==> src/rtl/woig_pkg.sv <==
package woig_pkg;

  // Field widths of the channels and registers
  localparam int MODE_W     = 2;
  localparam int FRAMES_W   = 8;
  localparam int ROWS_W     = 10;
  localparam int COLS_W     = 10;
  localparam int IDX_W      = 31;
  localparam int MERGE_W    = 4;
  localparam int WINPIX_W   = 11;
  localparam int PATCH_W    = 7;
  localparam int CFG_DATA_W = 11;
  localparam int CFG_IDX_W  = 2;

  // Shared divider operand widths
  localparam int DVD_W = 11;
  localparam int DVS_W = 7;

  // Depth of the command queue between front and back
  localparam int QUEUE_DEPTH = 2;

  // Input mode codes
  localparam logic [MODE_W-1:0] MODE_LOAD    = 2'd0;
  localparam logic [MODE_W-1:0] MODE_ADVANCE = 2'd1;
  localparam logic [MODE_W-1:0] MODE_CLEAR   = 2'd2;

  // Configuration register indexes
  localparam logic [CFG_IDX_W-1:0] CFG_MERGE_SIZE    = 2'd0;
  localparam logic [CFG_IDX_W-1:0] CFG_WINDOW_PIXELS = 2'd1;
  localparam logic [CFG_IDX_W-1:0] CFG_PATCH_PIXELS  = 2'd2;

  // Configuration reset values
  localparam logic [MERGE_W-1:0]  MERGE_RESET  = 4'd2;
  localparam logic [WINPIX_W-1:0] WINPIX_RESET = 11'd112;
  localparam logic [PATCH_W-1:0]  PATCH_RESET  = 7'd14;

  // Saturation value of 31-bit sums
  localparam logic [IDX_W-1:0] IDX_MAX = '1;

  typedef enum logic [1:0] {
    OP_NONE,
    OP_LOAD,
    OP_ADVANCE,
    OP_CLEAR
  } op_e;

  typedef enum logic [3:0] {
    ST_IDLE,
    ST_LD_ROWS,
    ST_LD_COLS,
    ST_LD_WIN,
    ST_LD_SPAN,
    ST_LD_AREA,
    ST_LD_TOK,
    ST_ADV_MUL,
    ST_ADV_SUM,
    ST_ADV_FIN
  } back_state_e;

  typedef struct packed {
    logic [MODE_W-1:0]   mode;
    logic [FRAMES_W-1:0] grid_frames;
    logic [ROWS_W-1:0]   grid_rows;
    logic [COLS_W-1:0]   grid_cols;
  } in_item_t;

  typedef struct packed {
    logic [IDX_W-1:0] token_index;
    logic             window_last;
    logic [IDX_W-1:0] cumulative_length;
    logic             grid_last;
    logic             overflow;
  } out_item_t;

  typedef struct packed {
    op_e                 op;
    logic [FRAMES_W-1:0] grid_frames;
    logic [ROWS_W-1:0]   grid_rows;
    logic [COLS_W-1:0]   grid_cols;
  } cmd_t;

  typedef struct packed {
    logic [MERGE_W-1:0]  merge_factor;
    logic [WINPIX_W-1:0] window_pixels;
    logic [PATCH_W-1:0]  patch_pixels;
  } cfg_t;

endpackage

==> src/rtl/window_order_index_generator.sv <==
// Channel  | Handshake            | Payload
// ---------+----------------------+-------------------------------------------
// in       | in_valid_i/in_ready_o | in_data_i: mode, grid_frames/rows/cols
// out      | out_valid_o/out_ready_i | out_data_o: token_index .. overflow
// cfg      | cfg_we_i             | cfg_index_i, cfg_data_i
//
// An advance, once at the queue head, runs through pick-up, two product
// stages (frame and row offsets, window length) and the saturating commit.
// A load runs the shared restoring divider through four 11-step divisions;
// a clear or an advance with no grid is retired straight from idle.
// Reset is asynchronous and clears all control state; no clearing pass.
// A two-beat queue keeps input flowing while the back end works; the result
// register holds a beat until taken, and the commit waits for it to drain.
module window_order_index_generator #(
  parameter int MAX_GRID   = 1024,
  parameter int MAX_FRAMES = 256,
  parameter int MAX_SPAN   = 16
) (
  input  logic                            clk_i,
  input  logic                            rst_ni,
  input  logic                            cfg_we_i,
  input  logic [woig_pkg::CFG_IDX_W-1:0]  cfg_index_i,
  input  logic [woig_pkg::CFG_DATA_W-1:0] cfg_data_i,
  input  logic                            in_valid_i,
  output logic                            in_ready_o,
  input  woig_pkg::in_item_t              in_data_i,
  output logic                            out_valid_o,
  input  logic                            out_ready_i,
  output woig_pkg::out_item_t             out_data_o
);
  import woig_pkg::*;

  cfg_t cfg_q;
  logic cmd_valid;
  cmd_t cmd;
  logic cmd_pop;

  // Configuration registers
  always_ff @(posedge clk_i or negedge rst_ni) begin
    if (!rst_ni) begin
      cfg_q.merge_factor  <= MERGE_RESET;
      cfg_q.window_pixels <= WINPIX_RESET;
      cfg_q.patch_pixels  <= PATCH_RESET;
    end else if (cfg_we_i) begin
      case (cfg_index_i)
        CFG_MERGE_SIZE:    cfg_q.merge_factor  <= cfg_data_i[MERGE_W-1:0];
        CFG_WINDOW_PIXELS: cfg_q.window_pixels <= cfg_data_i[WINPIX_W-1:0];
        CFG_PATCH_PIXELS:  cfg_q.patch_pixels  <= cfg_data_i[PATCH_W-1:0];
        default: begin
        end
      endcase
    end
  end

  woig_front #(
    .MAX_GRID   (MAX_GRID),
    .MAX_FRAMES (MAX_FRAMES)
  ) u_front (
    .clk_i       (clk_i),
    .rst_ni      (rst_ni),
    .in_valid_i  (in_valid_i),
    .in_ready_o  (in_ready_o),
    .in_data_i   (in_data_i),
    .cmd_valid_o (cmd_valid),
    .cmd_o       (cmd),
    .cmd_pop_i   (cmd_pop)
  );

  woig_back #(
    .MAX_GRID   (MAX_GRID),
    .MAX_FRAMES (MAX_FRAMES),
    .MAX_SPAN   (MAX_SPAN)
  ) u_back (
    .clk_i       (clk_i),
    .rst_ni      (rst_ni),
    .cfg_i       (cfg_q),
    .cmd_valid_i (cmd_valid),
    .cmd_i       (cmd),
    .cmd_pop_o   (cmd_pop),
    .out_valid_o (out_valid_o),
    .out_ready_i (out_ready_i),
    .out_data_o  (out_data_o)
  );

endmodule

==> src/rtl/woig_div.sv <==
module woig_div (
  input  logic                       clk_i,
  input  logic                       rst_ni,
  input  logic                       start_i,
  input  logic [woig_pkg::DVD_W-1:0] dividend_i,
  input  logic [woig_pkg::DVS_W-1:0] divisor_i,
  output logic                       done_o,
  output logic [woig_pkg::DVD_W-1:0] quotient_o
);
  import woig_pkg::*;

  localparam int CNT_W = $clog2(DVD_W);

  logic             busy_q;
  logic             done_q;
  logic [CNT_W-1:0] cnt_q;
  logic [DVS_W-1:0] rem_q;
  logic [DVS_W-1:0] dvs_q;
  logic [DVD_W-1:0] quo_q;

  logic [DVS_W:0]   trial;
  logic             fits;
  logic [DVS_W-1:0] rem_next;

  // One restoring step: shift in the next dividend bit and try the subtract
  always_comb begin
    trial    = {rem_q, quo_q[DVD_W-1]};
    fits     = trial >= {1'b0, dvs_q};
    rem_next = fits ? DVS_W'(trial - {1'b0, dvs_q}) : DVS_W'(trial);
  end

  // Sequence control: one quotient bit per cycle
  always_ff @(posedge clk_i or negedge rst_ni) begin
    if (!rst_ni) begin
      busy_q <= 1'b0;
      done_q <= 1'b0;
      cnt_q  <= '0;
    end else begin
      done_q <= 1'b0;
      if (start_i) begin
        busy_q <= 1'b1;
        cnt_q  <= '0;
      end else if (busy_q) begin
        if (cnt_q == CNT_W'(DVD_W - 1)) begin
          busy_q <= 1'b0;
          done_q <= 1'b1;
        end
        cnt_q <= cnt_q + 1'b1;
      end
    end
  end

  // Remainder and quotient shift register
  always_ff @(posedge clk_i) begin
    if (start_i) begin
      rem_q <= '0;
      dvs_q <= divisor_i;
      quo_q <= dividend_i;
    end else if (busy_q) begin
      rem_q <= rem_next;
      quo_q <= {quo_q[DVD_W-2:0], fits};
    end
  end

  assign done_o     = done_q;
  assign quotient_o = quo_q;

endmodule

==> src/rtl/woig_front.sv <==
module woig_front #(
  parameter int MAX_GRID   = 1024,
  parameter int MAX_FRAMES = 256
) (
  input  logic               clk_i,
  input  logic               rst_ni,
  input  logic               in_valid_i,
  output logic               in_ready_o,
  input  woig_pkg::in_item_t in_data_i,
  output logic               cmd_valid_o,
  output woig_pkg::cmd_t     cmd_o,
  input  logic               cmd_pop_i
);
  import woig_pkg::*;

  localparam int PTR_W = (QUEUE_DEPTH > 1) ? $clog2(QUEUE_DEPTH) : 1;
  localparam int CNT_W = $clog2(QUEUE_DEPTH + 1);

  cmd_t             q_mem [QUEUE_DEPTH];
  logic [PTR_W-1:0] wr_ptr_q, wr_ptr_d;
  logic [PTR_W-1:0] rd_ptr_q, rd_ptr_d;
  logic [CNT_W-1:0] count_q, count_d;

  cmd_t cmd_in;
  logic push;
  logic pop;

  // Classify the beat and clamp the grid sizes
  always_comb begin
    cmd_in.grid_frames = in_data_i.grid_frames;
    cmd_in.grid_rows   = in_data_i.grid_rows;
    cmd_in.grid_cols   = in_data_i.grid_cols;
    case (in_data_i.mode)
      MODE_LOAD:    cmd_in.op = OP_LOAD;
      MODE_ADVANCE: cmd_in.op = OP_ADVANCE;
      MODE_CLEAR:   cmd_in.op = OP_CLEAR;
      default:      cmd_in.op = OP_NONE;
    endcase
    if (int'(in_data_i.grid_frames) > MAX_FRAMES - 1) begin
      cmd_in.grid_frames = FRAMES_W'(MAX_FRAMES - 1);
    end
    if (int'(in_data_i.grid_rows) > MAX_GRID - 1) begin
      cmd_in.grid_rows = ROWS_W'(MAX_GRID - 1);
    end
    if (int'(in_data_i.grid_cols) > MAX_GRID - 1) begin
      cmd_in.grid_cols = COLS_W'(MAX_GRID - 1);
    end
  end

  // Drop beats that carry no work; queue the rest
  assign in_ready_o = count_q != CNT_W'(QUEUE_DEPTH);
  assign push       = in_valid_i && in_ready_o && (cmd_in.op != OP_NONE);
  assign pop        = cmd_pop_i && (count_q != '0);

  always_comb begin
    wr_ptr_d = wr_ptr_q;
    rd_ptr_d = rd_ptr_q;
    count_d  = count_q;
    if (push) begin
      wr_ptr_d = (wr_ptr_q == PTR_W'(QUEUE_DEPTH - 1)) ? '0 : wr_ptr_q + 1'b1;
    end
    if (pop) begin
      rd_ptr_d = (rd_ptr_q == PTR_W'(QUEUE_DEPTH - 1)) ? '0 : rd_ptr_q + 1'b1;
    end
    if (push && !pop) begin
      count_d = count_q + 1'b1;
    end else if (pop && !push) begin
      count_d = count_q - 1'b1;
    end
  end

  always_ff @(posedge clk_i or negedge rst_ni) begin
    if (!rst_ni) begin
      wr_ptr_q <= '0;
      rd_ptr_q <= '0;
      count_q  <= '0;
    end else begin
      wr_ptr_q <= wr_ptr_d;
      rd_ptr_q <= rd_ptr_d;
      count_q  <= count_d;
    end
  end

  // Queue storage
  always_ff @(posedge clk_i) begin
    if (push) begin
      q_mem[wr_ptr_q] <= cmd_in;
    end
  end

  assign cmd_valid_o = count_q != '0;
  assign cmd_o       = q_mem[rd_ptr_q];

endmodule

==> src/rtl/woig_back.sv <==
module woig_back #(
  parameter int MAX_GRID   = 1024,
  parameter int MAX_FRAMES = 256,
  parameter int MAX_SPAN   = 16
) (
  input  logic                clk_i,
  input  logic                rst_ni,
  input  woig_pkg::cfg_t      cfg_i,
  input  logic                cmd_valid_i,
  input  woig_pkg::cmd_t      cmd_i,
  output logic                cmd_pop_o,
  output logic                out_valid_o,
  input  logic                out_ready_i,
  output woig_pkg::out_item_t out_data_o
);
  import woig_pkg::*;

  localparam int GRID_BITS = $clog2(MAX_GRID);
  localparam int ROW_W     = (GRID_BITS < ROWS_W) ? GRID_BITS : ROWS_W;
  localparam int FRM_BITS  = $clog2(MAX_FRAMES);
  localparam int FRM_W     = (FRM_BITS < 1) ? 1 : ((FRM_BITS < FRAMES_W) ? FRM_BITS : FRAMES_W);
  localparam int SPW       = $clog2(MAX_SPAN + 1);
  localparam int CW        = ((ROW_W > SPW) ? ROW_W : SPW) + 1;
  localparam int AREA_W    = 2 * ROW_W;
  localparam int TOK_W     = FRM_W + AREA_W;
  localparam int VV_W      = 2 * SPW;
  localparam int MM_W      = 2 * MERGE_W;
  localparam int LEN_W     = VV_W + MM_W;
  localparam int SUM_W     = IDX_W + 1;

  back_state_e state_q, state_d;

  // Control state
  logic [IDX_W-1:0] base_q, base_d;
  logic [IDX_W-1:0] total_q, total_d;
  logic             ovf_q, ovf_d;
  logic             active_q, active_d;
  logic [ROW_W-1:0] mr_q, mr_d;
  logic [ROW_W-1:0] mc_q, mc_d;
  logic [FRM_W-1:0] frames_q, frames_d;
  logic [SPW-1:0]   span_q, span_d;
  logic [FRM_W-1:0] frame_q, frame_d;
  logic [ROW_W-1:0] r0_q, r0_d;
  logic [ROW_W-1:0] c0_q, c0_d;
  logic [SPW-1:0]   irow_q, irow_d;
  logic [SPW-1:0]   icol_q, icol_d;
  logic             out_valid_q, out_valid_d;
  out_item_t        out_q, out_d;

  // Datapath registers
  logic [AREA_W-1:0] area_q;
  logic [TOK_W-1:0]  tokens_q;
  logic [TOK_W-1:0]  fa_q;
  logic [AREA_W-1:0] rc_q;
  logic [ROW_W-1:0]  gw_q;
  logic [SPW-1:0]    vh_q, vw_q;
  logic [VV_W-1:0]   vv_q;
  logic [MM_W-1:0]   mm_q;
  logic              wlast_q, lastwr_q, lastwc_q, glast_q;
  logic [TOK_W-1:0]  local_q;
  logic [LEN_W-1:0]  lenp_q;

  // Divider hookup
  logic             div_start;
  logic [DVD_W-1:0] div_dividend;
  logic [DVS_W-1:0] div_divisor;
  logic             div_done;
  logic [DVD_W-1:0] div_quot;

  logic [MERGE_W-1:0] eff_merge;
  logic [PATCH_W-1:0] eff_patch;
  logic [FRM_W-1:0]   frames_trim;
  logic [SPW-1:0]     span_val;

  // Window geometry of the current position
  logic [CW-1:0]    span_c, mr_c, mc_c, r0_c, c0_c;
  logic [CW-1:0]    row_room, col_room;
  logic [SPW-1:0]   vh_c, vw_c;
  logic [ROW_W-1:0] gh_c, gw_c;
  logic             wlast_c, lastwr_c, lastwc_c, glast_c;

  // Commit sums
  logic [SUM_W-1:0] idx_sum, len_sum, tok_sum;
  logic [IDX_W-1:0] idx_val, len_val, tok_val;
  logic             icol_wrap, irow_wrap;

  woig_div u_div (
    .clk_i      (clk_i),
    .rst_ni     (rst_ni),
    .start_i    (div_start),
    .dividend_i (div_dividend),
    .divisor_i  (div_divisor),
    .done_o     (div_done),
    .quotient_o (div_quot)
  );

  // Zero divisors act as one
  assign eff_merge   = (cfg_i.merge_factor == '0) ? MERGE_W'(1) : cfg_i.merge_factor;
  assign eff_patch   = (cfg_i.patch_pixels == '0) ? PATCH_W'(1) : cfg_i.patch_pixels;
  assign frames_trim = FRM_W'(cmd_i.grid_frames);

  // Clamp the span to one and MAX_SPAN
  always_comb begin
    if (div_quot == '0) begin
      span_val = SPW'(1);
    end else if (int'(div_quot) > MAX_SPAN) begin
      span_val = SPW'(MAX_SPAN);
    end else begin
      span_val = SPW'(div_quot);
    end
  end

  // Valid extent of the current window and the last-of flags
  always_comb begin
    span_c   = CW'(span_q);
    mr_c     = CW'(mr_q);
    mc_c     = CW'(mc_q);
    r0_c     = CW'(r0_q);
    c0_c     = CW'(c0_q);
    row_room = mr_c - r0_c;
    col_room = mc_c - c0_c;
    vh_c     = (row_room < span_c) ? SPW'(row_room) : span_q;
    vw_c     = (col_room < span_c) ? SPW'(col_room) : span_q;
    gh_c     = ROW_W'(r0_c + CW'(irow_q));
    gw_c     = ROW_W'(c0_c + CW'(icol_q));
    wlast_c  = ({1'b0, irow_q} + 1'b1 >= {1'b0, vh_c})
            && ({1'b0, icol_q} + 1'b1 >= {1'b0, vw_c});
    lastwr_c = r0_c + span_c >= mr_c;
    lastwc_c = c0_c + span_c >= mc_c;
    glast_c  = wlast_c && lastwr_c && lastwc_c
            && ({1'b0, frame_q} + 1'b1 >= {1'b0, frames_q});
  end

  // Saturating 31-bit sums for the commit step
  always_comb begin
    idx_sum = {1'b0, base_q} + SUM_W'(local_q);
    len_sum = {1'b0, total_q} + SUM_W'(lenp_q);
    tok_sum = {1'b0, base_q} + SUM_W'(tokens_q);
    idx_val = idx_sum[IDX_W] ? IDX_MAX : idx_sum[IDX_W-1:0];
    len_val = len_sum[IDX_W] ? IDX_MAX : len_sum[IDX_W-1:0];
    tok_val = tok_sum[IDX_W] ? IDX_MAX : tok_sum[IDX_W-1:0];
    icol_wrap = {1'b0, icol_q} + 1'b1 >= {1'b0, vw_q};
    irow_wrap = {1'b0, irow_q} + 1'b1 >= {1'b0, vh_q};
  end

  // Sequencer: next state, control updates and result register
  always_comb begin
    state_d      = state_q;
    cmd_pop_o    = 1'b0;
    div_start    = 1'b0;
    div_dividend = DVD_W'(cmd_i.grid_rows);
    div_divisor  = DVS_W'(eff_merge);
    base_d       = base_q;
    total_d      = total_q;
    ovf_d        = ovf_q;
    active_d     = active_q;
    mr_d         = mr_q;
    mc_d         = mc_q;
    frames_d     = frames_q;
    span_d       = span_q;
    frame_d      = frame_q;
    r0_d         = r0_q;
    c0_d         = c0_q;
    irow_d       = irow_q;
    icol_d       = icol_q;
    out_valid_d  = out_valid_q && !out_ready_i;
    out_d        = out_q;
    case (state_q)
      ST_IDLE: begin
        if (cmd_valid_i) begin
          case (cmd_i.op)
            OP_LOAD: begin
              div_start = 1'b1;
              state_d   = ST_LD_ROWS;
            end
            OP_ADVANCE: begin
              if (active_q) begin
                state_d = ST_ADV_MUL;
              end else begin
                cmd_pop_o = 1'b1;
              end
            end
            OP_CLEAR: begin
              base_d    = '0;
              total_d   = '0;
              ovf_d     = 1'b0;
              cmd_pop_o = 1'b1;
            end
            default: begin
              cmd_pop_o = 1'b1;
            end
          endcase
        end
      end
      ST_LD_ROWS: begin
        if (div_done) begin
          mr_d         = ROW_W'(div_quot);
          div_start    = 1'b1;
          div_dividend = DVD_W'(cmd_i.grid_cols);
          state_d      = ST_LD_COLS;
        end
      end
      ST_LD_COLS: begin
        if (div_done) begin
          mc_d         = ROW_W'(div_quot);
          div_start    = 1'b1;
          div_dividend = DVD_W'(cfg_i.window_pixels);
          state_d      = ST_LD_WIN;
        end
      end
      ST_LD_WIN: begin
        if (div_done) begin
          div_start    = 1'b1;
          div_dividend = div_quot;
          div_divisor  = DVS_W'(eff_patch);
          state_d      = ST_LD_SPAN;
        end
      end
      ST_LD_SPAN: begin
        if (div_done) begin
          span_d  = span_val;
          state_d = ST_LD_AREA;
        end
      end
      ST_LD_AREA: begin
        state_d = ST_LD_TOK;
      end
      ST_LD_TOK: begin
        frames_d  = frames_trim;
        frame_d   = '0;
        r0_d      = '0;
        c0_d      = '0;
        irow_d    = '0;
        icol_d    = '0;
        active_d  = (cmd_i.grid_frames != '0) && (mr_q != '0) && (mc_q != '0);
        cmd_pop_o = 1'b1;
        state_d   = ST_IDLE;
      end
      ST_ADV_MUL: begin
        state_d = ST_ADV_SUM;
      end
      ST_ADV_SUM: begin
        state_d = ST_ADV_FIN;
      end
      ST_ADV_FIN: begin
        if (!out_valid_q || out_ready_i) begin
          ovf_d = ovf_q | idx_sum[IDX_W] | (wlast_q & len_sum[IDX_W])
                | (glast_q & tok_sum[IDX_W]);
          if (wlast_q) begin
            total_d = len_val;
          end
          // Step column, row, window and frame
          icol_d = icol_q + 1'b1;
          if (icol_wrap) begin
            icol_d = '0;
            irow_d = irow_q + 1'b1;
            if (irow_wrap) begin
              irow_d = '0;
              c0_d   = ROW_W'(c0_c + span_c);
              if (lastwc_q) begin
                c0_d = '0;
                r0_d = ROW_W'(r0_c + span_c);
                if (lastwr_q) begin
                  r0_d    = '0;
                  frame_d = frame_q + 1'b1;
                end
              end
            end
          end
          if (glast_q) begin
            base_d   = tok_val;
            active_d = 1'b0;
            frame_d  = '0;
          end
          out_valid_d                 = 1'b1;
          out_d.token_index           = idx_val;
          out_d.window_last           = wlast_q;
          out_d.cumulative_length     = wlast_q ? len_val : '0;
          out_d.grid_last             = glast_q;
          out_d.overflow              = ovf_d;
          cmd_pop_o                   = 1'b1;
          state_d                     = ST_IDLE;
        end
      end
      default: begin
        state_d = ST_IDLE;
      end
    endcase
  end

  always_ff @(posedge clk_i or negedge rst_ni) begin
    if (!rst_ni) begin
      state_q <= ST_IDLE;
    end else begin
      state_q <= state_d;
    end
  end

  always_ff @(posedge clk_i or negedge rst_ni) begin
    if (!rst_ni) begin
      base_q      <= '0;
      total_q     <= '0;
      ovf_q       <= 1'b0;
      active_q    <= 1'b0;
      mr_q        <= '0;
      mc_q        <= '0;
      frames_q    <= '0;
      span_q      <= SPW'(1);
      frame_q     <= '0;
      r0_q        <= '0;
      c0_q        <= '0;
      irow_q      <= '0;
      icol_q      <= '0;
      out_valid_q <= 1'b0;
    end else begin
      base_q      <= base_d;
      total_q     <= total_d;
      ovf_q       <= ovf_d;
      active_q    <= active_d;
      mr_q        <= mr_d;
      mc_q        <= mc_d;
      frames_q    <= frames_d;
      span_q      <= span_d;
      frame_q     <= frame_d;
      r0_q        <= r0_d;
      c0_q        <= c0_d;
      irow_q      <= irow_d;
      icol_q      <= icol_d;
      out_valid_q <= out_valid_d;
    end
  end

  // Products and partial sums of the load and advance steps
  always_ff @(posedge clk_i) begin
    out_q <= out_d;
    case (state_q)
      ST_LD_AREA: begin
        area_q <= AREA_W'(mr_q) * AREA_W'(mc_q);
      end
      ST_LD_TOK: begin
        tokens_q <= TOK_W'(frames_trim) * TOK_W'(area_q);
      end
      ST_ADV_MUL: begin
        fa_q     <= TOK_W'(frame_q) * TOK_W'(area_q);
        rc_q     <= AREA_W'(gh_c) * AREA_W'(mc_q);
        gw_q     <= gw_c;
        vh_q     <= vh_c;
        vw_q     <= vw_c;
        vv_q     <= VV_W'(vh_c) * VV_W'(vw_c);
        mm_q     <= MM_W'(eff_merge) * MM_W'(eff_merge);
        wlast_q  <= wlast_c;
        lastwr_q <= lastwr_c;
        lastwc_q <= lastwc_c;
        glast_q  <= glast_c;
      end
      ST_ADV_SUM: begin
        local_q <= fa_q + TOK_W'(rc_q) + TOK_W'(gw_q);
        lenp_q  <= LEN_W'(vv_q) * LEN_W'(mm_q);
      end
      default: begin
      end
    endcase
  end

  assign out_valid_o = out_valid_q;
  assign out_data_o  = out_q;

endmodule

==> config.mk <==
export PLATFORM = sky130hd
export DESIGN_NAME = window_order_index_generator
export DESIGN_NICKNAME = d
export VERILOG_FILES = /design/src/rtl/woig_pkg.sv /design/src/rtl/window_order_index_generator.sv /design/src/rtl/woig_div.sv /design/src/rtl/woig_front.sv /design/src/rtl/woig_back.sv
export SDC_FILE = /design/constraint.sdc
export NUM_CORES = 2
export LEC_CHECK = 0
export BUFFER_PORTS_ARGS = -buffer_cell sky130_fd_sc_hd__buf_2
export CORE_ASPECT_RATIO = 0.75
export CORE_MARGIN = 4
export CORE_UTILIZATION = 57
export CTS_CLUSTER_DIAMETER = 30
export DETAILED_ROUTE_END_ITERATION = 10
export GPL_TIMING_DRIVEN = 1
export PLACE_DENSITY = 0.74
export RECOVER_POWER = 50
export REMOVE_ABC_BUFFERS = 1
export SLEW_MARGIN = 25
export SYNTH_ARGS = -nofsm -noshare
export SYNTH_HDL_FRONTEND = slang
export SYNTH_SLANG_ARGS = --single-unit
==> constraint.sdc <==
create_clock -name clk_i -period 9 [get_ports clk_i]
set_clock_uncertainty 0.1 [all_clocks]
set_input_delay 0.45 -clock clk_i [delete_from_list [all_inputs] [get_ports clk_i]]
set_output_delay 0.45 -clock clk_i [all_outputs]
set_load 0.005 [all_outputs]
# Yosys cells after proc, flatten, opt, wreduce, memory -nomap -nowiden
# Memories as Yosys holds them, arrays and structs flattened.
# Index checks and enable logic that the tools add are counted.
# totals
ram_bits	60
memories	1
out_inout_bits	67
word_cells	278
input_bits	48
register_bits	446
# memory_table
name	words	word_bits	read_ports	rd_clocked_by_memory_dff	wr	line	rtl
u_front.q_mem	2	30	1	0	1	woig_front.sv:19	cmd_t q_mem [QUEUE_DEPTH];
# op_classes
n_lt_le_gt_ge	11
add_sub_neg	23
n_bitwise	7
n_reduce_logical	52
n_mul	7
n_mux	92
eq_ne	37
# ops
operator	n
31-bit 2-to-1 mux	8
31-bit one-hot mux with 2 select lines	2
10-bit 2-to-1 mux	10
31-bit by 28-bit adder with 32-bit output	2
8-bit by 20-bit multiplier with 28-bit output	2
4-bit 2-to-1 mux	13
8-bit 2-to-1 mux	6
5-bit 2-to-1 mux	9
11-bit 2-to-1 mux	4
10-bit by 10-bit multiplier with 20-bit output	2
10-bit one-hot mux with 2 select lines	2
4-bit one-hot mux with 9 select lines	1
11-bit one-hot mux with 3 select lines	1
31-bit by 18-bit adder with 32-bit output	1
28-bit by 10-bit adder with 28-bit output	1
28-bit by 20-bit adder with 28-bit output	1
6-bit by 5-bit >= comparator with 1-bit output	4
1-bit 2-to-1 mux	23
10-bit by 5-bit adder with 11-bit output	2
11-bit by 10-bit >= comparator with 1-bit output	2
11-bit by 5-bit less-than comparator with 1-bit output	2
10-bit by 10-bit subtractor with 11-bit output	2
10-bit by 5-bit adder with 10-bit output	2
5-bit one-hot mux with 2 select lines	2
53 further kinds	125

# Depth between registers and ports, before layout
# An unclocked memory read counts as a cell.
# depth
ltp_word	9
ltp_mapped	28
mapped_depth_nobuf	28

# Hierarchy
# Synthesis repeated with hierarchy kept, for this count alone.
# unflattened
cells_unflattened	4726
hier_area_um2	46965.0
# modules_own_cells
module	cells_per_inst	area_per_inst_um2	instances	seq_area_each_um2
woig_back	4400	41875.2	1	10951.8
woig_front	119	2461.1	1	1901.8
woig_div	159	1760.4	1	830.8
window_order_index_generator	48	868.3	1	559.3

# Worst setup path after synthesis
# No wires, ideal clock.
# synth_path
path_kind	register -> register
start	reg u_back.irow_q[0]
end	reg u_back.rc_q[18], data pin
setup_ns	0.261
slack_ns	2.531
synth_period_minus_slack_ns	6.469
path_buffers	0
t_required_ns	8.639
arrival_time_ns	6.108
stages_incl_launch_ff	26
path_cell_list	dfrtp_1 ha_1 fa_1 a21o_1 a21oi_1 nor2b_1 o21ai_0 xnor2_1 nand2_1 fa_1 inv_1 fa_1 inv_1 fa_1 inv_1 fa_1 inv_1 fa_1 inv_1 ha_1 nand2_1 o21ai_0 a211oi_1 nor2_1 nor4_1 a311o_1
# synth_via
elab_chain_cells	2
# synth_lines
item	line	rtl
from (decl)	woig_back.sv:45	logic [SPW-1:0] irow_q, irow_d;
from (signal assigned)	woig_back.sv:327	irow_q <= irow_d;
10-bit by 5-bit adder with 10-bit output	woig_back.sv:124	gh_c = ROW_W'(r0_c + CW'(irow_q));
10-bit by 10-bit multiplier with 20-bit output	woig_back.sv:345	rc_q <= AREA_W'(gh_c) * AREA_W'(mc_q);
to (signal assigned)	woig_back.sv:345	
to (decl)	woig_back.sv:54	logic [AREA_W-1:0] rc_q;
# No other way between the ends.
# A chain may end at the register's enable or synchronous reset.

==> summary.md <==
| Metric | Value |
|---|---|
| Setup TNS | 0 ns |
| Seq/Total Area, Yosys | between 30% and 40% |
| Post-Syn Area | roughly 46000 sq um |
| Status | finished, violations left |
| DRC Markers | 0 |
| Via count | approximately 35000 |
| Largest net degree at the start of global routing | 68 |
| Layout cell share with drive strength beyond 1 | under 10% |
| Required time of the critical path | 9.32 ns |
| Setup Viol. Count Final | 0 |
| Io pins | between 100 and 150 |
| TritonRoute pass-1 iters | 6 |
| #FFs+latches synth | 505 |
| Max Transition Viols Final | about 370 |
| Root Buffer | clkbuf_16 |
| RSZ-0062 raised after global routing | no |
| Vias in the first global route | between 30000 and 40000 |
| Final GP Congestion | between 0.9 and 1 |
| Ys async rst share | between 30% and 40% |
| Initial core utilization | 57.6% |
| Metal3 WL | approximately 12000 microns |
| Yosys top cell area share | 21.1% |
| Post-DRT Antenna Nets | 0 |
| PortBufs | 114 |
| FMAX | approximately 140 MHz |
| Leakage | about 24 nW |
| Relative slew slack | -131% |
| First-pass GRT wire length | around 190000 microns |
| Clk_lat worst skew | 0.66 ns |
| Routed vias/inst | about 5.8 |
| Max-cap viol count | 8 |
| Clock Path Buffers | 3 |
| Detail Placement HPWL | 84300 microns |
| Top Metal Used | met5 |
| Crit path arrival time | 7.45 ns |
| Worst-path clk slew | 0.05 ns |
| Critical path class | in -> async |
| Rows | 90 |
| Synth warnings | 0 |
| Core Box Area | around 81000 sq um |
| Hold Crit Class | in -> reg |
| Detail Route met2 WL | approximately 47000 microns |
| Pwr/cell area | a little over 300 nW/um^2 |
| Die area | ~86000 sq um |
| Synth area leader | edfxtp_1 |
| Final Hold Vio Count | 0 |
| Gr usage total | between 20 and 30% |
| Total Power | roughly 16 mW |
| Worst-Margin Slew | 3.47 ns |
| CTS tree | yes |
| CTS resizes | 0 |
| DRT iter0 DRCs | about 2600 |
| Post-synth EDFFs | ~330 |
| Cts bufs inserted | between 90 and 100 |
| Setup crit start kind | input pin |
| Met1 WL | 50700 microns |
| Worst vdd ir | roughly 0.00041 V |
| Initial antenna violation count | 2 |
| Final min period | approximately 7.1 ns |
| P&R area growth vs syn | 11.5% |
| Post-synth top flop | edfxtp_1 |
| Crit. End Element | asynchronous set/reset pin |
| Mapped Avg Cell Area | about 9.9 sq um |
| Netlist cell types | 97 |
| Critical path fanouts, max | 65 |
| Fin crit share | between 70 and 80% |
| Synth top area cells | edfxtp_1, fa_1, ha_1, dfrtp_1, nand2_1 |
| Detailed Route WL | around 110000 microns |
| Cells after Synth | about 4700 |
| Chip height | roughly 260 microns |
| H-tree Lvls | 3 |
| WL/cell | approximately 19 microns |
| Width of the die | approximately 340 microns |
| Clock sinks | around 510 |
| Nets | 5792 |
| Failing checks | max-capacitance violations, max-slew violations |
| Total congestion overflow | 0 |
==> kinds of logic (layout without fill, tap and decap cells) <==
family / after synthesis / in the layout / share of synthesized area (%)
and+or+nand+nor: 1425 / 1425 / 14.6
DFF: 505 / 505 / 30.7
muxes: 76 / 76 / 1.84
other: 1 / 3 / 0.00808
AOI/OAI and AO/OA: 849 / 849 / 11.8
buffers and inverters: 714 / 945 / 5.81
adders and majority gates: 894 / 894 / 30.7
xor gates and xnor gates: 239 / 239 / 4.51
==> what timing repair did <==
item / in CTS / in global routing
buffers inserted: 0 / 0
endpoints found under the hold margin: 131 / 0
hold buffers: 40 / 0
==> synth_stat cells (14+ instances only) <==
| library cell | n |
|---|---|
| a211oi_1 | 28 |
| a21o_1 | 109 |
| a21oi_1 | 210 |
| a22o_1 | 16 |
| a31oi_1 | 31 |
| and2_1 | 222 |
| and3_1 | 24 |
| clkbuf_1 | 123 |
| dfrtp_1 | 164 |
| edfxtp_1 | 326 |
| fa_1 | 410 |
| ha_1 | 484 |
| inv_1 | 562 |
| mux2_2 | 48 |
| mux2i_1 | 24 |
| nand2_1 | 569 |
| nand2b_1 | 57 |
| nand3_1 | 48 |
| nand4_1 | 18 |
| nor2_1 | 266 |
| nor2b_1 | 92 |
| nor3_1 | 40 |
| nor4_1 | 17 |
| o21a_1 | 30 |
| o21ai_0 | 189 |
| o21ai_1 | 50 |
| o21bai_1 | 35 |
| or2_2 | 18 |
| or3_1 | 14 |
| xnor2_1 | 167 |
| xor2_1 | 72 |
==> layout make-up <==
class	count	area, sq um
Multi-Input combinational cell	3485	29500
Fill cell	6518	28900
Sequential cell	505	14200
Clock buffer	119	2650
Inverter	574	2150
Tap cell	1058	1320
Timing Repair Buffer	185	1060
Clock inverter	67	783
Antenna cell	1	2.50
==> path summary, 6_finish.rpt <==
| check | start | end | slack (ns) | cells past startpoint |
|---|---|---|---|---|
| max in group clk_i | u_back.mc_q[0] | u_back.vv_q[9] | 1.89 | 25 |
| worst min-delay path | in_valid_i | u_front.wr_ptr_q | 0.1 | 3 |
| worst max-delay path | rst_ni | u_back.mr_q[1] | 1.87 | 4 |
| worst max register to register | u_back.mc_q[0] | u_back.vv_q[9] | 1.89 | 25 |
| worst min register to register | u_back.c0_q[7] | u_back.c0_q[7] | 0.39 | 1 |
| min in group asynchronous | rst_ni | u_back.total_q[12] | 1.31 | 2 |
==> per-layer routing <==
metal / track usage (%) / up-vias
li1: - / 16200
met1: 39.7 / 16800
met2: 39.1 / 1441
met5: 0 / -
met3: 7.91 / 189
met4: 6.79 / 2
==> stage by stage <==
stage	worst slack [ns]	utilization, %	hold WS [ns]	std cells	area (sq um)
after floorplan	2.41	-	0.0544	4564	45900
after detailed placement	1.89	59.6	0.339	5767	48100
final	1.87	64.2	0.0988	5994	51800
after global routing	0.660	64.2	0.114	5993	51800
after global placement	2.08	59.6	0.338	5766	48100
after CTS	1.87	64.4	0.0649	5993	51900
==> report_power, final <==
group / leakage, nW / total [mW] / switching (mW) / internal [mW]
clock: 1.65 / 3.72 / 1.31 / 2.41
sequential: 5.36 / 3.69 / 0.442 / 3.25
combinational: 17.4 / 8.25 / 4.83 / 3.41
==> flip-flops by register name (all words and copies together), names as in the netlist, 11 cells and up <==
register / count
u_back.lenp_q: 18
u_back.area_q: 20
u_back.rc_q: 20
u_front.q_mem: 60
u_back.fa_q: 28
u_back.local_q: 28
u_back.base_q: 31
cfg_q: 22
u_back.u_div.quotient_o: 11
u_back.out_data_o: 65
u_back.total_q: 31
u_back.tokens_q: 28
==> worst max-delay path: stages <==
cell and delay (ns):
dlygate4sd3_1 0.53, clkbuf_1 2.24, clkbuf_1 2.56, clkbuf_2 1.53
==> cells in the final DEF, fill, tap and decap left out, types with 48 or more instances in the layout <==
| cell type | count |
|---|---|
| a21o_1 | 109 |
| a21oi_1 | 209 |
| and2_1 | 209 |
| clkbuf_1 | 103 |
| clkbuf_16 | 102 |
| dfrtp_1 | 164 |
| edfxtp_1 | 326 |
| fa_1 | 410 |
| ha_1 | 484 |
| inv_1 | 561 |
| nand2_1 | 568 |
| nand2b_1 | 57 |
| nand3_1 | 48 |
| nor2_1 | 262 |
| nor2b_1 | 92 |
| o21ai_0 | 186 |
| o21ai_1 | 50 |
| xnor2_1 | 167 |
| xor2_1 | 72 |
(Power assumes the default switching activity.)
